<file path="src/sv/wprs_pkg.sv">
// Shared types and register codes for the windowed pulse/ramp stimulus block.
`timescale 1ns / 1ps

package wprs_pkg;

	localparam int AMP_W    = 32;
	localparam int STEP_W   = 32;
	localparam int TICKS_W  = 16;
	localparam int PERIOD_W = 17;
	localparam int CNT_W    = 5;
	localparam int SLOT_W   = 4;
	localparam int CIDX_W   = 3;
	localparam int CDATA_W  = 32;
	localparam int IN_DATA_W  = 104;
	localparam int OUT_DATA_W = 40;

	typedef enum logic [CIDX_W-1:0] {
		REG_MODE         = 3'd0,
		REG_AMP_INIT     = 3'd1,
		REG_AMP_STEP     = 3'd2,
		REG_PULSE_WIDTH  = 3'd3,
		REG_PULSE_PERIOD = 3'd4,
		REG_INTERVAL_CNT = 3'd5
	} reg_idx_t;

	typedef enum logic {
		REQ_TICK = 1'b0,
		REQ_LOAD = 1'b1
	} req_type_t;

	typedef enum logic {
		MODE_PULSE  = 1'b0,
		MODE_LINEAR = 1'b1
	} mode_t;

	typedef struct packed {
		mode_t                     mode;
		logic signed [AMP_W-1:0]   amp_init;
		logic signed [AMP_W-1:0]   amp_step;
		logic [TICKS_W-1:0]        pulse_width_ticks;
		logic [TICKS_W-1:0]        pulse_period_ticks;
		logic [CNT_W-1:0]          interval_count;
	} cfg_t;

	typedef struct packed {
		req_type_t          req_type;
		logic [STEP_W-1:0]  time_step;
		logic [SLOT_W-1:0]  interval_slot;
		logic [STEP_W-1:0]  interval_start;
		logic [STEP_W-1:0]  interval_stop;
	} item_t;

	typedef struct packed {
		logic [STEP_W-1:0] start;
		logic [STEP_W-1:0] stop;
	} entry_t;

	typedef struct packed {
		logic                    emit;
		logic signed [AMP_W-1:0] amplitude;
		logic                    in_window;
		logic                    finished;
	} result_t;

endpackage

</file>
<file path="src/sv/wprs_cfg.sv">
// Configuration register file with its write channel.
`timescale 1ns / 1ps

module wprs_cfg (
	input  logic                         clk,
	input  logic                         arst_n,
	input  logic                         cfg_valid,
	output logic                         cfg_ready,
	input  logic [wprs_pkg::CIDX_W-1:0]  cfg_index,
	input  logic [wprs_pkg::CDATA_W-1:0] cfg_data,
	output wprs_pkg::cfg_t               cfg
);
	import wprs_pkg::*;

	cfg_t cfg_q;

	assign cfg_ready = 1'b1;
	assign cfg       = cfg_q;

	always_ff @(posedge clk or negedge arst_n) begin
		if (!arst_n) begin
			cfg_q.mode               <= MODE_PULSE;
			cfg_q.amp_init           <= '0;
			cfg_q.amp_step           <= '0;
			cfg_q.pulse_width_ticks  <= TICKS_W'(1);
			cfg_q.pulse_period_ticks <= TICKS_W'(1);
			cfg_q.interval_count     <= '0;
		end else if (cfg_valid && cfg_ready) begin
			unique case (cfg_index)
				REG_MODE:         cfg_q.mode <= mode_t'(cfg_data[0]);
				REG_AMP_INIT:     cfg_q.amp_init <= cfg_data[AMP_W-1:0];
				REG_AMP_STEP:     cfg_q.amp_step <= cfg_data[AMP_W-1:0];
				REG_PULSE_WIDTH:  cfg_q.pulse_width_ticks <= cfg_data[TICKS_W-1:0];
				REG_PULSE_PERIOD: cfg_q.pulse_period_ticks <= cfg_data[TICKS_W-1:0];
				REG_INTERVAL_CNT: cfg_q.interval_count <= cfg_data[CNT_W-1:0];
				default: ;
			endcase
		end
	end

endmodule

</file>
<file path="src/sv/wprs_table.sv">
// Interval table: start/stop pairs, one write port, one read port.
`timescale 1ns / 1ps

module wprs_table #(
	parameter int MAX_INTERVALS = 16
) (
	input  logic                        clk,
	input  logic                        wr_en,
	input  logic [wprs_pkg::SLOT_W-1:0] wr_slot,
	input  wprs_pkg::entry_t            wr_entry,
	input  logic [wprs_pkg::CNT_W-1:0]  rd_idx,
	output wprs_pkg::entry_t            rd_entry
);
	import wprs_pkg::*;

	// A 4-bit slot reaches at most sixteen entries.
	localparam int TBL_DEPTH = (MAX_INTERVALS < 16) ? MAX_INTERVALS : 16;
	localparam int IDX_W     = (TBL_DEPTH > 1) ? $clog2(TBL_DEPTH) : 1;

	entry_t tbl_q [TBL_DEPTH];
	logic   slot_ok;

	assign slot_ok = 32'(wr_slot) < TBL_DEPTH;

	always_ff @(posedge clk) begin
		if (wr_en && slot_ok) begin
			tbl_q[wr_slot[IDX_W-1:0]] <= wr_entry;
		end
	end

	assign rd_entry = tbl_q[rd_idx[IDX_W-1:0]];

endmodule

</file>
<file path="src/sv/wprs_core.sv">
// Window tracking, pulse counters and amplitude ramp for one item per cycle while commit is high.
`timescale 1ns / 1ps

module wprs_core #(
	parameter int MAX_INTERVALS = 16
) (
	input  logic                       clk,
	input  logic                       arst_n,
	input  logic                       commit,
	input  wprs_pkg::item_t            item,
	input  wprs_pkg::cfg_t             cfg,
	input  wprs_pkg::entry_t           entry,
	output logic [wprs_pkg::CNT_W-1:0] rd_idx,
	output wprs_pkg::result_t          result
);
	import wprs_pkg::*;

	localparam int CNT_CAP_I = (MAX_INTERVALS > 31) ? 31 : MAX_INTERVALS;
	localparam logic [CNT_W-1:0] CNT_CAP = CNT_W'(CNT_CAP_I);

	function automatic logic signed [AMP_W-1:0] sat_add(
		input logic signed [AMP_W-1:0] a,
		input logic signed [AMP_W-1:0] b
	);
		logic signed [AMP_W:0] s;
		logic signed [AMP_W-1:0] r;
		s = {a[AMP_W-1], a} + {b[AMP_W-1], b};
		if (s[AMP_W] != s[AMP_W-1]) begin
			r = s[AMP_W] ? {1'b1, {(AMP_W-1){1'b0}}} : {1'b0, {(AMP_W-1){1'b1}}};
		end else begin
			r = s[AMP_W-1:0];
		end
		return r;
	endfunction

	logic [CNT_W-1:0]        idx_q, idx_n;
	logic signed [AMP_W-1:0] amp_q, amp_n;
	logic                    pulse_q, pulse_n;
	logic [TICKS_W-1:0]      width_q, width_n;
	logic [PERIOD_W-1:0]     period_q, period_n;
	logic                    done_q, done_n;

	logic [CNT_W-1:0]        count;
	logic [CNT_W-1:0]        idx_inc;
	logic                    hit;
	logic signed [AMP_W-1:0] amp_ramp;

	assign rd_idx   = idx_q;
	assign count    = (cfg.interval_count > CNT_CAP) ? CNT_CAP : cfg.interval_count;
	assign idx_inc  = idx_q + CNT_W'(1);
	assign amp_ramp = sat_add(amp_q, cfg.amp_step);
	assign hit      = (idx_q < count) && (item.time_step >= entry.start)
		&& (item.time_step <= entry.stop);

	always_comb begin
		idx_n    = idx_q;
		amp_n    = amp_q;
		pulse_n  = pulse_q;
		width_n  = width_q;
		period_n = period_q;
		done_n   = done_q;
		result   = '0;

		if (item.req_type == REQ_LOAD) begin
			// Loading slot 0 rearms the generator.
			if (item.interval_slot == '0) begin
				idx_n    = '0;
				done_n   = 1'b0;
				amp_n    = cfg.amp_init;
				pulse_n  = 1'b1;
				width_n  = cfg.pulse_width_ticks;
				period_n = PERIOD_W'(cfg.pulse_period_ticks);
			end
		end else if (!done_q && hit) begin
			result.in_window = 1'b1;
			if (cfg.mode == MODE_LINEAR) begin
				result.emit      = 1'b1;
				result.amplitude = amp_q;
				amp_n            = amp_ramp;
			end else begin
				if (pulse_q) begin
					if (amp_q != '0) begin
						result.emit      = 1'b1;
						result.amplitude = amp_q;
					end
					amp_n   = amp_ramp;
					width_n = width_q - TICKS_W'(1);
					if (width_n == '0) begin
						pulse_n = 1'b0;
					end
				end
				// Period start: restart pulse and amplitude.
				if (period_q <= PERIOD_W'(1)) begin
					pulse_n  = 1'b1;
					amp_n    = cfg.amp_init;
					width_n  = cfg.pulse_width_ticks;
					period_n = PERIOD_W'(cfg.pulse_period_ticks);
				end else begin
					period_n = period_q - PERIOD_W'(1);
				end
			end
			if (item.time_step == entry.stop) begin
				idx_n = idx_inc;
				if (idx_inc >= count) begin
					done_n = 1'b1;
				end else begin
					width_n  = cfg.pulse_width_ticks;
					period_n = PERIOD_W'(cfg.pulse_period_ticks);
				end
			end
		end
		result.finished = done_n;
	end

	always_ff @(posedge clk or negedge arst_n) begin
		if (!arst_n) begin
			idx_q    <= '0;
			amp_q    <= '0;
			pulse_q  <= 1'b1;
			width_q  <= TICKS_W'(1);
			period_q <= PERIOD_W'(1);
			done_q   <= 1'b0;
		end else if (commit) begin
			idx_q    <= idx_n;
			amp_q    <= amp_n;
			pulse_q  <= pulse_n;
			width_q  <= width_n;
			period_q <= period_n;
			done_q   <= done_n;
		end
	end

endmodule

</file>
<file path="src/sv/windowed_pulse_ramp_stimulus_top.sv">
// Top level: input register, stimulus core, interval table and result register.
// An item passes the input register, then the result register, where m_tvalid rises.
// Throughput: one item per cycle unless stalled; core state updates as items move to the result.
// The result register and input register hold while m_tready is low; input keeps flowing
// as long as the result register is free or being drained.
// Reset: arst_n clears control state and config to defaults; the interval table has no reset.
`timescale 1ns / 1ps

module windowed_pulse_ramp_stimulus_top #(
	parameter int MAX_INTERVALS = 16
) (
	input  logic                            clk,
	input  logic                            arst_n,
	input  logic                            s_tvalid,
	output logic                            s_tready,
	// time_step[31:0], interval_slot[35:32], interval_start[67:36], interval_stop[99:68]
	input  logic [wprs_pkg::IN_DATA_W-1:0]  s_tdata,
	// req_type[0]
	input  logic                            s_tuser,
	output logic                            m_tvalid,
	input  logic                            m_tready,
	// emit[0], amplitude[32:1], in_window[33], finished[34]
	output logic [wprs_pkg::OUT_DATA_W-1:0] m_tdata,
	input  logic                            cfg_valid,
	output logic                            cfg_ready,
	input  logic [wprs_pkg::CIDX_W-1:0]     cfg_index,
	input  logic [wprs_pkg::CDATA_W-1:0]    cfg_data
);
	import wprs_pkg::*;

	cfg_t             cfg;
	item_t            item_in;
	item_t            item_s1;
	logic             valid_s1;
	result_t          result_n;
	result_t          result_q;
	logic             out_valid_q;
	logic             advance;
	entry_t           entry;
	entry_t           wr_entry;
	logic [CNT_W-1:0] rd_idx;

	assign item_in.req_type       = req_type_t'(s_tuser);
	assign item_in.time_step      = s_tdata[31:0];
	assign item_in.interval_slot  = s_tdata[35:32];
	assign item_in.interval_start = s_tdata[67:36];
	assign item_in.interval_stop  = s_tdata[99:68];

	assign advance  = valid_s1 && (!out_valid_q || m_tready);
	assign s_tready = !valid_s1 || advance;

	assign wr_entry.start = item_s1.interval_start;
	assign wr_entry.stop  = item_s1.interval_stop;

	wprs_cfg u_cfg (
		.clk       (clk),
		.arst_n    (arst_n),
		.cfg_valid (cfg_valid),
		.cfg_ready (cfg_ready),
		.cfg_index (cfg_index),
		.cfg_data  (cfg_data),
		.cfg       (cfg)
	);

	wprs_table #(
		.MAX_INTERVALS (MAX_INTERVALS)
	) u_table (
		.clk      (clk),
		.wr_en    (advance && (item_s1.req_type == REQ_LOAD)),
		.wr_slot  (item_s1.interval_slot),
		.wr_entry (wr_entry),
		.rd_idx   (rd_idx),
		.rd_entry (entry)
	);

	wprs_core #(
		.MAX_INTERVALS (MAX_INTERVALS)
	) u_core (
		.clk    (clk),
		.arst_n (arst_n),
		.commit (advance),
		.item   (item_s1),
		.cfg    (cfg),
		.entry  (entry),
		.rd_idx (rd_idx),
		.result (result_n)
	);

	always_ff @(posedge clk or negedge arst_n) begin
		if (!arst_n) begin
			valid_s1    <= 1'b0;
			out_valid_q <= 1'b0;
		end else begin
			valid_s1    <= (s_tvalid && s_tready) || (valid_s1 && !advance);
			out_valid_q <= advance || (out_valid_q && !m_tready);
		end
	end

	always_ff @(posedge clk) begin
		if (s_tvalid && s_tready) begin
			item_s1 <= item_in;
		end
		if (advance) begin
			result_q <= result_n;
		end
	end

	assign m_tvalid = out_valid_q;
	assign m_tdata  = {(OUT_DATA_W - AMP_W - 3)'(0), result_q.finished, result_q.in_window,
		result_q.amplitude, result_q.emit};

	// A committed item always lands in the result register.
	a_advance_out: assert property (@(posedge clk) disable iff (!arst_n)
		advance |=> out_valid_q)
		else $error("committed item did not reach result register");

	// A stalled item in the input register is not dropped.
	a_hold_s1: assert property (@(posedge clk) disable iff (!arst_n)
		valid_s1 && !advance |=> valid_s1)
		else $error("input register lost a stalled item");

	// Emission only happens inside a window, with zero amplitude otherwise.
	a_emit_window: assert property (@(posedge clk) disable iff (!arst_n)
		out_valid_q && result_q.emit |-> result_q.in_window)
		else $error("emit outside window");

	a_quiet_amp: assert property (@(posedge clk) disable iff (!arst_n)
		out_valid_q && !result_q.emit |-> result_q.amplitude == '0)
		else $error("nonzero amplitude without emit");

	// Load items never report a window hit.
	a_load_quiet: assert property (@(posedge clk) disable iff (!arst_n)
		advance && item_s1.req_type == REQ_LOAD |=> !result_q.in_window && !result_q.emit)
		else $error("load item reported stimulus");

endmodule
</file>
<file path="config.mk">
export PLATFORM = sky130hd
export DESIGN_NAME = windowed_pulse_ramp_stimulus_top
export DESIGN_NICKNAME = d
export VERILOG_FILES = /design/src/sv/wprs_pkg.sv /design/src/sv/wprs_cfg.sv /design/src/sv/wprs_table.sv /design/src/sv/wprs_core.sv /design/src/sv/windowed_pulse_ramp_stimulus_top.sv
export SDC_FILE = /design/constraint.sdc
export NUM_CORES = 2
export LEC_CHECK = 0
export CORE_AREA = 3 3 354 356
export DETAILED_ROUTE_END_ITERATION = 8
export DIE_AREA = 0 0 357 359
export DONT_BUFFER_PORTS = 1
export PLACE_DENSITY_LB_ADDON = 0.1
export SETUP_SLACK_MARGIN = 0.2
export SLEW_MARGIN = 20
export SYNTH_ARGS = -nofsm -noshare
export SYNTH_HDL_FRONTEND = slang
export SYNTH_SLANG_ARGS = --single-unit
</file>
<file path="constraint.sdc">
create_clock -name clk -period 13.4 [get_ports clk]
set_input_delay 0.67 -clock clk [delete_from_list [all_inputs] [get_ports clk]]
set_output_delay 0.67 -clock clk [all_outputs]
set_load 0.1 [all_outputs]
</file>
==> out/results.ini <==
[outcome]
status=finished clean

[power_and_ir_drop]
p_total_mw=10.0
p_leak_nw=20.7
max-vdd-ir-drop_v=0.000134
powerDensity_mw_per_mm2=159
pwr-share-comb=0.110
p_sw_frac=0.254
power_frac_seq=0.503
switching_power_mw=2.55
clockPowerShare=0.387
p_int_mw=7.47

[worst_setup_path]
critPathArrivalTime_ps=8790
slowest_delay_ps=950
startpoint_type=flip-flop
cpMaxStageDelayCell=dfrtp_4
crit_buf_inv=3
crit_type=flip-flop to flip-flop
end_kind=flip-flop
cp_cell_sequence=buf_12 > and2_4 > buf_4 > a221oi_1 > o21a_1 > a221oi_1 > ha_1 > nand4_1 > or4_4 > nor2_4 > nor3_1 > nor2_1 > and4_1 > o21ai_4 > buf_4 > nor3_4 > a221oi_1
worstPathMaxFanout=91
cp_data_required_time_ps=13970
cpMostUsedCell=a221oi_1
cp_top_family=simple AND/OR/NAND/NOR gates

[synth]
synthArstFlopShare=0.132
synth_xor_area_frac=0.00522
synth_flop_cell=edfxtp_1
yosysTopAreaCellShare=0.632
syn_inst=3242
yosys-top-cells-area=edfxtp_1, dfrtp_1, mux4_2, mux2i_1, mux2_2
synth_compound_area_frac=0.0814
yosys.area_share.simple=0.0354
synth_fa_ha_area_frac=0.0256
synth_top_family_by_area=multiplexers
synthMuxAreaShare=0.124
netlist_area_mm2=0.0551
yosysTopAreaCell=edfxtp_1
yosysWarnings=0
synth.distinct_cells=74
synth-seq-area-share=0.712
ys_ff_latch=1336
synth_edf_count=1160
synth_area_per_cell_um2=17.0

[sta]
finalSetupViolations=0
tightest_slew_ps=1240
period_share=0.613
relSlewSlack=0.171
rsz0062_at_grt=no
finalHoldViolations=0
slew_viol_final=0
clock_skew_ps=24.0
max_freq_mhz=122
finalSetupTns_ps=0
min_period_ps=8220

[clocking]
clockBufferDepth=3
clkTransAtPathRegs_ps=60
cts_max_level=4
root_buffer=clkbuf_16
tritoncts=yes
postCtsSetupBuffers=0
cts_sinks=1336
numCtsBuffers=143
clock_latency_ps=770

[place]
placed_area_mm2=0.0572
port_buffers=0
gp_congestion=0.850
hpwl_um=77300

[finish]
syn_to_final_growth_pct=14.6
final_area_mm2=0.0631
final_common_cell=edfxtp_1
final_cell_mix=edfxtp_1, mux2i_1, a21oi_1
num-nets-final=3673
drive_above_1_share=0.173

[global_routing]
grt_usage=0.221
first_global_vias=31200
antenna_found_initial=7
grt_max_degree=177
grt_overflow=0
grt_pass1_wl_um=209000

[floorplanning]
core_area_mm2=0.122
pin_count=188
die_h_um=359
dieArea_mm2=0.128
start_util=0.451
die_w_um=357
rows=128

[hold_path]
hp-class=input pin to flip-flop

[route]
ant_nets=0
wire_per_inst_um=27.5
viasPerCell=5.93
drt_iter0_drc=2634
first_pass_iters=7
route.detailed.drc=0
wl_um=142000
vias=30600

[run]
max-cap-violations=0

==> state kept, by name (all words and copies together) (netlist names) <==
name             count
u_table.tbl_q     1024
u_cfg.cfg          102
item_s1            101
m_tdata             35
u_core.amp_q        32
u_core.period_q     17
u_core.width_q      16
u_core.rd_idx        5
m_tvalid             1
u_core.done_q        1
u_core.pulse_q       1
valid_s1             1
==> power by group through the flow <==
stage	clock, mW	sequential (mW)	combinational, mW
3_5_place_dp	0	5.13	1.05
3_3_place_gp	0	5.11	1.02
4_1_cts	3.96	5.04	1.10
6_report	3.87	5.04	1.10
5_1_grt	4.13	5.07	1.23
2_1_floorplan	0	5.03	0.841
==> kinds of logic (layout without fill, tap and decap cells) <==
family / count (synthesis) / after routing
muxes: 503 / 503
other: 2 / 10
DFF: 1336 / 1336
adders and majority gates: 112 / 112
AOI/OAI and AO/OA: 671 / 671
xor gates and xnor gates: 32 / 32
and+or+nand+nor: 373 / 373
buffers and inverters: 213 / 500
==> per-stage QoR <==
step           cells  setup WS (ps)  utilization  hold WS, ps
4_1_cts         5158           5050        0.517        0.102
6_report        5162           5180        0.517         63.4
3_5_place_dp    4767           5050        0.469          385
5_1_grt         5160           4880        0.517         18.0
3_3_place_gp    4764           5100        0.468          386
2_1_floorplan   3246           4150            -          374
==> worst reg2reg max path, cell delays in order, from the launching register on <==
cell and delay (ps):
dfrtp_4 950, buf_12 590, and2_4 880, buf_4 500, a221oi_1 160, o21a_1 230
a221oi_1 670, ha_1 270, nand4_1 110, or4_4 650, nor2_4 400, nor3_1 100
nor2_1 260, and4_1 650, o21ai_4 100, buf_4 350, nor3_4 970, a221oi_1 200
==> cell usage after synthesis, drive strengths merged (13+ instances only) <==
master	count
edfxtp	1160
mux2i	209
a21oi	181
dfrtp	171
mux2	166
a221oi	147
o21ai	136
mux4	128
clkbuf	111
ha	111
nand2	91
o21a	77
nor2	69
buf	55
inv	47
nor3	44
and2	37
nand2b	29
nand3	20
nand4	19
a31oi	18
xnor2	18
a21o	17
xor2	14
a211oi	13
==> per-layer routing <==
metal  global-route usage  wire, um  part of all wire  vias up
met5                    0         0                 0        -
met4               0.0591      3000             0.021        0
met3               0.0349      7760             0.055      185
met2                0.365     70000              0.49      934
met1                0.306     61200              0.43    16000
li1                     -         -                 -    13400
==> timing repair <==
action | CTS | global route
hold buffers | 129 | 0
endpoints found under the setup margin | 0 | 0
gates resized for setup | 0 | 0
endpoints found under the hold margin | 322 | 0
==> area by class of cell <==
type                            instances  area [um^2]
Sequential cell                      1336        39300
Clock buffer                          189         3860
Fill cell                           10000        58900
Tap cell                             1625         2030
Clock inverter                         73          746
Inverter                               47          176
Antenna cell                            4         10.0
Multi-Input combinational cell       1697        15200
Timing Repair Buffer                  191         1860
==> worst paths after layout <==
check | start | endpoint | slack (ps) | cells past startpoint
setup / recovery | u_core.rd_idx[1] | u_core.amp_q[13] | 5180 | 17
hold / removal | cfg_data[5] | u_cfg.cfg[74] | 60 | 1
setup reg to reg | u_core.rd_idx[1] | u_core.amp_q[13] | 5180 | 17
hold reg to reg | u_cfg.cfg[71] | u_cfg.cfg[71] | 500 | 1
max in group asynchronous | arst_n | u_core.rd_idx[1] | 12000 | 2
min in group asynchronous | arst_n | m_tvalid | 560 | 2
Power figures use the tool's default switching activity.
